<file path="src/hw/rtl/swm_pkg.sv">
package swm_pkg;

  localparam int MAX_WINDOW = 16;
  localparam int SAMPLE_W   = 32;
  localparam int MEDIAN_W   = SAMPLE_W + 1;
  localparam int CFG_W      = 5;
  localparam int IDX_W      = $clog2(MAX_WINDOW);
  localparam int CNT_W      = $clog2(MAX_WINDOW + 1);

  localparam logic [CFG_W-1:0] WINDOW_RESET = CFG_W'(3);

  typedef logic signed [SAMPLE_W-1:0] sample_t;
  typedef logic [CNT_W-1:0]           count_t;
  typedef logic [IDX_W-1:0]           index_t;

  // Map the written size onto 1..MAX_WINDOW: zero acts as one, large values saturate.
  function automatic count_t effective_size(input logic [CFG_W-1:0] ws);
    count_t k;
    if (int'(ws) == 0) begin
      k = CNT_W'(1);
    end else if (int'(ws) > MAX_WINDOW) begin
      k = CNT_W'(MAX_WINDOW);
    end else begin
      k = CNT_W'(ws);
    end
    return k;
  endfunction

endpackage

</file>
<file path="src/hw/rtl/sliding_window_median.sv">
// Sliding-window median filter over signed 32-bit samples.
//
// Input channel (in_valid/in_ready): one word is a sample plus a first flag.
// A set first flag empties the window before the sample is taken. The window
// holds the last k samples, k taken from window_size (0 acts as 1, values
// above MAX_WINDOW saturate). The sample that fills the window, and every one
// after it, yields one output word: median_doubled, twice the median, i.e. the
// sum of the two middle sorted samples (the middle one doubled when k is odd).
//
// Config channel (cfg_valid/cfg_ready): writes window_size and empties the
// window. It is taken only while the block is idle and no sample is offered.
//
// Timing: the sorted list is updated at the accepting edge by a parallel rank
// compare across all window entries; the median is then summed into the
// output register, which raises out_valid, as soon as that register is free.
// A sample is taken every cycle while the output side keeps up.
// Reset clears the window and sets window_size to 3. When the receiver stalls,
// the output word holds and one more finished result may wait in the pending
// stage; after that in_ready drops until the output moves.
module sliding_window_median (
  input  logic                        clk,
  input  logic                        rst,
  input  logic signed [31:0]          sample,
  input  logic                        first,
  input  logic                        in_valid,
  output logic                        in_ready,
  output logic signed [32:0]          median_doubled,
  output logic                        out_valid,
  input  logic                        out_ready,
  input  logic [swm_pkg::CFG_W-1:0]   window_size,
  input  logic                        cfg_valid,
  output logic                        cfg_ready
);
  import swm_pkg::*;

  // Window state: shift line in arrival order (newest at 0) and sorted row.
  sample_t    arrival [MAX_WINDOW];
  sample_t    sorted [MAX_WINDOW];
  sample_t    sorted_next [MAX_WINDOW];
  count_t     fill_count;
  count_t     fill_next;
  logic [CFG_W-1:0] size_reg;
  count_t     k_eff;
  logic       pend;            // sorted row holds a result not yet summed
  logic       in_take;
  logic       cfg_take;
  logic       out_load;
  logic       full_now;
  count_t     fill_base;
  count_t     rm_pos;          // sorted slot removed, MAX_WINDOW when none
  count_t     ins_pos;         // sorted slot the new sample lands in
  sample_t    oldest;
  index_t     lo_idx;
  index_t     hi_idx;

  assign k_eff    = effective_size(size_reg);
  assign out_load = pend && (!out_valid || out_ready);
  assign in_ready = !pend || out_load;
  assign cfg_ready = !pend && !out_valid && !in_valid;
  assign in_take  = in_valid && in_ready;
  assign cfg_take = cfg_valid && cfg_ready;

  assign lo_idx = IDX_W'((k_eff - CNT_W'(1)) >> 1);
  assign hi_idx = IDX_W'(k_eff >> 1);
  assign oldest = arrival[IDX_W'(k_eff - CNT_W'(1))];

  // Rank compare: find the evicted entry, then the insertion point.
  always_comb begin
    logic   found;
    count_t le_cnt;
    fill_base = (first || (fill_count > k_eff)) ? '0 : fill_count;
    full_now  = (fill_base == k_eff);
    rm_pos    = CNT_W'(MAX_WINDOW);
    found     = 1'b0;
    if (full_now) begin
      for (int j = 0; j < MAX_WINDOW; j++) begin
        if (!found && (CNT_W'(j) < fill_base) && (sorted[j] == oldest)) begin
          rm_pos = CNT_W'(j);
          found  = 1'b1;
        end
      end
      if (!found) begin
        rm_pos = fill_base - CNT_W'(1);
      end
    end
    le_cnt = '0;
    for (int j = 0; j < MAX_WINDOW; j++) begin
      if ((CNT_W'(j) < fill_base) && (CNT_W'(j) != rm_pos) && (sorted[j] <= sample)) begin
        le_cnt = le_cnt + CNT_W'(1);
      end
    end
    ins_pos   = le_cnt;
    fill_next = full_now ? fill_base : fill_base + CNT_W'(1);
  end

  // Each sorted slot takes its own value, its upper or lower neighbor, or the new sample.
  always_comb begin
    for (int i = 0; i < MAX_WINDOW; i++) begin
      if (CNT_W'(i) < ins_pos) begin
        sorted_next[i] = (CNT_W'(i) < rm_pos) ? sorted[i] : sorted[IDX_W'(i + 1)];
      end else if (CNT_W'(i) == ins_pos) begin
        sorted_next[i] = sample;
      end else begin
        sorted_next[i] = (CNT_W'(i) <= rm_pos) ? sorted[IDX_W'(i - 1)] : sorted[i];
      end
    end
  end

  // Window payload: no reset, only entries below fill_count are ever used.
  always_ff @(posedge clk) begin
    if (in_take) begin
      arrival[0] <= sample;
      for (int i = 1; i < MAX_WINDOW; i++) begin
        arrival[i] <= arrival[i-1];
      end
      sorted <= sorted_next;
    end
    if (out_load) begin
      median_doubled <= MEDIAN_W'(sorted[lo_idx]) + MEDIAN_W'(sorted[hi_idx]);
    end
  end

  always_ff @(posedge clk) begin
    if (rst) begin
      fill_count <= '0;
      size_reg   <= WINDOW_RESET;
      pend       <= 1'b0;
      out_valid  <= 1'b0;
    end else begin
      if (cfg_take) begin
        // drop the window on every size write
        size_reg   <= window_size;
        fill_count <= '0;
      end else if (in_take) begin
        fill_count <= fill_next;
      end
      // a result follows every sample that leaves the window full
      if (in_take) begin
        pend <= (fill_next == k_eff);
      end else if (out_load) begin
        pend <= 1'b0;
      end
      if (out_load) begin
        out_valid <= 1'b1;
      end else if (out_ready) begin
        out_valid <= 1'b0;
      end
    end
  end

`ifndef SYNTHESIS
  a_fill_bound: assert property (@(posedge clk) disable iff (rst)
    fill_count <= k_eff)
    else $error("fill count exceeds window size");

  a_pend_full: assert property (@(posedge clk) disable iff (rst)
    pend |-> (fill_count == k_eff))
    else $error("pending result without a full window");

  a_first_restart: assert property (@(posedge clk) disable iff (rst)
    (in_take && first && (k_eff != CNT_W'(1))) |=> (fill_count == CNT_W'(1)) && !pend)
    else $error("first flag did not restart the window");

  a_sorted_head: assert property (@(posedge clk) disable iff (rst)
    (fill_count >= CNT_W'(2)) |-> (sorted[0] <= sorted[1]))
    else $error("sorted row out of order");
`endif

endmodule

</file>
<file path="config.mk">
export PLATFORM = sky130hd
export DESIGN_NAME = sliding_window_median
export DESIGN_NICKNAME = d
export VERILOG_FILES = /design/src/hw/rtl/swm_pkg.sv /design/src/hw/rtl/sliding_window_median.sv
export SDC_FILE = /design/constraint.sdc
export NUM_CORES = 2
export LEC_CHECK = 0
export BUFFER_PORTS_ARGS = -buffer_cell sky130_fd_sc_hd__buf_2
export CORE_ASPECT_RATIO = 1.4
export CORE_UTILIZATION = 30
export CTS_BUF_LIST = sky130_fd_sc_hd__clkbuf_4 sky130_fd_sc_hd__clkbuf_8 sky130_fd_sc_hd__clkbuf_16
export CTS_CLUSTER_DIAMETER = 30
export CTS_CLUSTER_SIZE = 12
export DETAILED_ROUTE_END_ITERATION = 8
export GPL_TIMING_DRIVEN = 0
export PLACE_DENSITY = 0.43
export RECOVER_POWER = 50
export SLEW_MARGIN = 20
export SYNTH_ARGS = -nofsm -noshare
export SYNTH_HDL_FRONTEND = slang
export SYNTH_SLANG_ARGS = --single-unit
</file>
<file path="constraint.sdc">
create_clock -name clk -period 39.8 [get_ports clk]
set_input_delay 1.99 -clock clk [delete_from_list [all_inputs] [get_ports clk]]
set_output_delay 1.99 -clock clk [all_outputs]
set_load 0.1 [all_outputs]
</file>
# [After elaboration in Yosys (flattened, before gate mapping)]
# Memories as Yosys holds them, arrays and structs flattened.
# Index checks and enable logic that the tools add are counted.
[op_classes] n_addsub=19 mul=0 n_div=0 magnitude_cmp=84 n_eq_ne=64 shift=0 mux=130 bitwise=2 n_reduce_logical=127
[op_table] cell="$mux W32" n=52
[op_table] cell="$eq A32 B32 Y1" n=16
[op_table] cell="$le A32 B32 Y1" n=16
[op_table] cell="$bmux W32 S4" n=2
[op_table] cell="$mux W5" n=37
[op_table] cell="$lt A4 B5 Y1 const A" n=24
[op_table] cell="$add A5 B1 Y5 const B" n=16
[op_table] cell="$logic_and A1 B1 Y1" n=68
[op_table] cell="$lt A3 B5 Y1 const A" n=12
[op_table] cell="$reduce_and A3 Y1" n=16
[op_table] cell="$reduce_bool A3 Y1" n=16
[op_table] cell="$eq A4 B5 Y1 const A" n=8
[op_table] cell="$le A4 B5 Y1 const A" n=8
[op_table] cell="$ne A4 B5 Y1 const A" n=8
[op_table] cell="$mux W1" n=39
[op_table] cell="$add A32 B32 Y33" n=1
[op_table] cell="$ne A2 B2 Y1 const B" n=16
[op_table] cell="$lt A1 B5 Y1 const A" n=6
[op_table] cell="$lt A2 B5 Y1 const A" n=6
[op_table] cell="$eq A3 B5 Y1 const A" n=4
[op_table] cell="$le A3 B5 Y1 const A" n=4
[op_table] cell="$ne A3 B5 Y1 const A" n=4
[op_table] cell="$logic_not A1 Y1" n=18
[op_table] cell="$eq A2 B5 Y1 const A" n=2
[op_table] cell="other kinds (16)" n=27
[word_totals] regBits=557 latch_bits=0 ram_bits=512 mem_bits_ro=0 inputBits=43 out_inout_bits=36 elab_cells=448 memories=1
[mem_list] name="arrival" depth=16 width=32 read_ports=16 rd_clocked_by_memory_dff=0 wr=16 line_no="sliding_window_median.sv:37" rtl="sample_t arrival [MAX_WINDOW];"

# [Logic depth before layout (Yosys ltp)]
[logic_depth] ltp_word=124 mapped_depth=85 depth_no_buf=73

# [Worst setup path after synthesis]
# No wires, ideal clock.
[synth_timing] path_type="reg-to-reg" start="register size_reg[2]" end="register sorted[64] in the netlist's numbering (enable)" setup_ns=0.480 arrival_ns=17.912 t_required_ns=39.320 setup_slack_ns=21.408 path_stages_with_launch=76 n_path_buf=10 synth_period_minus_slack_ns=18.392 path_cell_list="dfxtp_1 > buf_4 > or4_1 > buf_6 > nand2_8 > buf_12 > inv_2 > buf_6 > ha_1 > clkinv_1 > buf_1 > clkbuf_1 > clkbuf_1 > mux4_2 > a22o_1 > a221oi_4 > buf_4 > xor2_1 > [40 not listed] > nand2_1 > o31ai_1 > ha_1 > nor2_1 > nor2_1 > ha_1 > nand2_1 > o31ai_1 > ha_1 > mux2_2 > ha_1 > nand2_1 > inv_1 > xnor2_1 > clkbuf_1 > nand3_1 > and3_1 > a311oi_1"
[synth_via] elab_chain_cells=124 elab_cells_between_ends=225 cone_classes="add/sub (17); order compare (21); eq/ne (34); mux (69); reduce/logical (83); memory (1)"
[synth_rtl] element="start: declaration" line_no="sliding_window_median.sv:42" rtl="logic [CFG_W-1:0] size_reg;"
[synth_rtl] element="start signal: assignment" line_no="sliding_window_median.sv:132" rtl="size_reg <= window_size;"
[synth_rtl] element="$gt A5 B5 Y1" line_no="swm_pkg.sv:21" rtl="end else if (int'(ws) > MAX_WINDOW) begin"
[synth_rtl] element="$mux W5" line_no="swm_pkg.sv:21"
[synth_rtl] element="$mux W5 *" line_no="swm_pkg.sv:19" rtl="if (int'(ws) == 0) begin"
[synth_rtl] element="branches (longest 120 deep; another with $mem_v2 Z16 W32)"
[synth_rtl] element="$reduce_and A3 Y1 (no source line) *"
[synth_rtl] element="end signal: assignment" line_no="sliding_window_median.sv:116" rtl="sorted <= sorted_next;"
[synth_rtl] element="end: declaration" line_no="sliding_window_median.sv:38" rtl="sample_t sorted [MAX_WINDOW];"
# Every way passes the cells marked *. The select of a mux whose other input is x is not followed.
# A chain may end at the register's enable or synchronous reset.

# [Final worst setup path]
[layout_timing] start="register size_reg[1]" end="register sorted[90] in the netlist's numbering (enable)"
# The elaborated chain is that of the path after synthesis.

==> qor.yml <==
reg.largest.list: "arrival (512), sorted (512), median_doubled (33)"
drive_gt1_share_pct: 21.4
cts_hold_buf: 0
hold_path.class: "flip-flop to flip-flop"
drv_cap: 30
slew_violations: 800
synth.area.top_cells: "edfxtp_1 (43%), ha_1 (9.7%), mux4_2 (8.9%), mux2_2 (3.6%), xnor2_1 (3.2%)"
io_pins: 79
async_reset_ff_share_pct: 0
layout.nets: 7153
critPathRequiredTime_ns: 40.35
clock_latency_ns: 0.88
ys_types: 115
cts_sinks: 1069
synth.most_common_cell: "edfxtp_1"
vdd_drop_max_v: 0.0000454
syn_inst: 6116
initial_utilization_pct: 30.2
crit_path_start: "size_reg[1]$_SDFFE_PP1P_"
power_density_mw_per_mm2: 59.4
netlist_area_mm2: 0.0733
violations: "max-capacitance violations, max-slew violations"
drtAntennaViolNets: 0
rr_startpoint: "size_reg[1]$_SDFFE_PP1P_"
hold_violations: 0
worstSetupEndpointType: "flip-flop"
cp_max_fo: 10
ys_ff_latch: 1069
tns_ns: 0
clk_pin_slew_worst_paths_ns: 0.05
fin_util_pct: 36.3
max_stage_delay_ns: 0.93
syn_avg_cell_area_um2: 12.0
numCtsBuffers: 270
ys_seq_area_share_pct: 43.6
timing.final.crit_share_pct: 62.7
die_w_um: 420
period_needed_ns: 24.97
clock-skew-final_ns: 0.0538
drt_iter0_markers: 8099
syn-num-nets: 6728
cts_root_buf: "clkbuf_16"
coreArea_mm2: 0.243
grt_max_degree: 88
grt_pass1_wl_um: 593000
yosysWarnings: 0
drc: 0
die-area_mm2: 0.246
cts_tree: "done"
cp.arrival_ns: 25.52
slowest_stage: "nor4_1"
maxSlewHeadroom_pct: -204
synth_top_area_cell: "edfxtp_1"
die_y_um: 587
rsz0062_at_grt: "no"
gp_congestion: 1.05
dominantRegCellSynth: "edfxtp_1"
dr.pass1.iters: 6
path_class: "flip-flop to flip-flop"
cp_common_cell: "ha_1"
tightest_slew_ns: 4.56
p_leak_nw: 32.6
clockBufferDepth: 4
num_rows: 214
area_growth_pct: 20.2
drt_wl_total_um: 461000
yosys-top-cells-count: "edfxtp_1 (1057), ha_1 (568), nand2_1 (449), a21oi_1 (307), o21ai_0 (299)"
antenna_found_initial: 65
gr-total-overflow: 0
setup.worst_path.start_class: "flip-flop"
num_vias: 61821
fmax_mhz: 40.1
final-setup-viol-count: 0
post_cts_resized: 0
synth-edff-count: 1057
wl_per_cell_um: 46.0
portBuffers: 77
hp-start: "arrival[7][3]$_DFFE_PP_"
synth_top_area_share_pct: 43.3
htreeDepth: 5
routed_via_density: 6.17
grt_pass1_vias: 59710
cts_setup_buffers: 0
grt_usage_pct: 36.7
status: "finished with violations"
dp_hpwl_um: 366000
path summary, 6_finish.rpt:
| check | slack (ns) | cells after the start | endpoint |
|---|---|---|---|
| hold reg to reg | 0.42 | 0 | arrival[8][3]$_DFFE_PP_ |
| setup reg to reg | 14.83 | 75 | sorted[90]$_DFFE_PP_ |
| hold / removal | 0.42 | 0 | arrival[8][3]$_DFFE_PP_ |
| setup / recovery | 14.83 | 75 | sorted[90]$_DFFE_PP_ |
layout make-up:
type	count	area [µm²]
diodes	40	100
plain buffers	323	1700
clock buffers	298	7090
clock inverters	176	1840
fillers	23983	155000
inverters	159	598
multi-input cells	4565	39400
flip-flops and latches	1069	32000
well taps	3240	4050
repair buffers	153	1330
through the flow:
stage               hold WS (ns)  area (µm²)  cells  setup slack (ns)  total power, mW
finish                     0.417       88100  10023             14.83             5.23
global route               0.421       88000   9987             14.48             5.31
CTS                        0.408       88200   9980             15.21             5.17
detailed placement         0.429       79200   9506             15.30             2.95
global placement           0.424       77700   9433             10.68             2.94
floorplan                  0.417       73300   6116             21.41             2.19
logic make-up (layout without fill, tap and decap cells):
kind of cell | after synthesis | in the layout | share of synthesized area, %
AO/OA/AOI/OAI | 1268 | 1268 | 11.5
flip-flops | 1069 | 1069 | 43.6
buffers and inverters | 482 | 1109 | 3.06
other | 0 | 40 | 0
multiplexers | 693 | 693 | 15.1
AND/OR/NAND/NOR | 1552 | 1552 | 10.9
adder cells (fa/ha/maj) | 569 | 569 | 9.72
XOR/XNOR | 483 | 483 | 6.05
placed cells by master (no fill, tap or decap), types with 54 or more instances in the layout:
cell type  count
nor2b_1      127
a22oi_1       58
inv_1        123
buf_2         94
nor4_1        65
xor2_1       204
clkbuf_16    277
o21ai_0      292
mux2i_1      106
nor3_1        54
nor2_1       216
a21oi_1      300
a21o_1        63
edfxtp_1    1057
xnor2_1      262
nand3_1      104
a31oi_1       81
ha_1         568
buf_4         61
mux4_2       290
nand2b_1     150
nand2_1      448
clkbuf_1     198
mux2_2       235
nand4_1      190
per-layer routing:
layer  wire length (µm)  share of wire, %  GRT usage [%]
met5                136             0.029          0.118
met3              39000               8.4           9.85
met1             166000                36           41.3
met4              49600                11           33.5
met2             206000                45           56.7
worst max-delay path: cells and delay by family (launching register included):
kind | cells | cell delay, ns
buf+inv | 16 | 6.31
xor+xnor | 2 | 0.98
simple gates | 28 | 7.26
mux | 5 | 2.28
fa+ha+maj | 15 | 4.64
flops | 1 | 0.31
compound gates | 9 | 2.72
report_power, final:
group	internal, mW	switching [mW]	leakage, nW
Sequential	1.35	0.158	10.4
Clock	1.46	0.755	4.36
Combinational	0.470	1.05	17.8
Total	3.27	1.96	32.6
(Power assumes the default switching activity.)
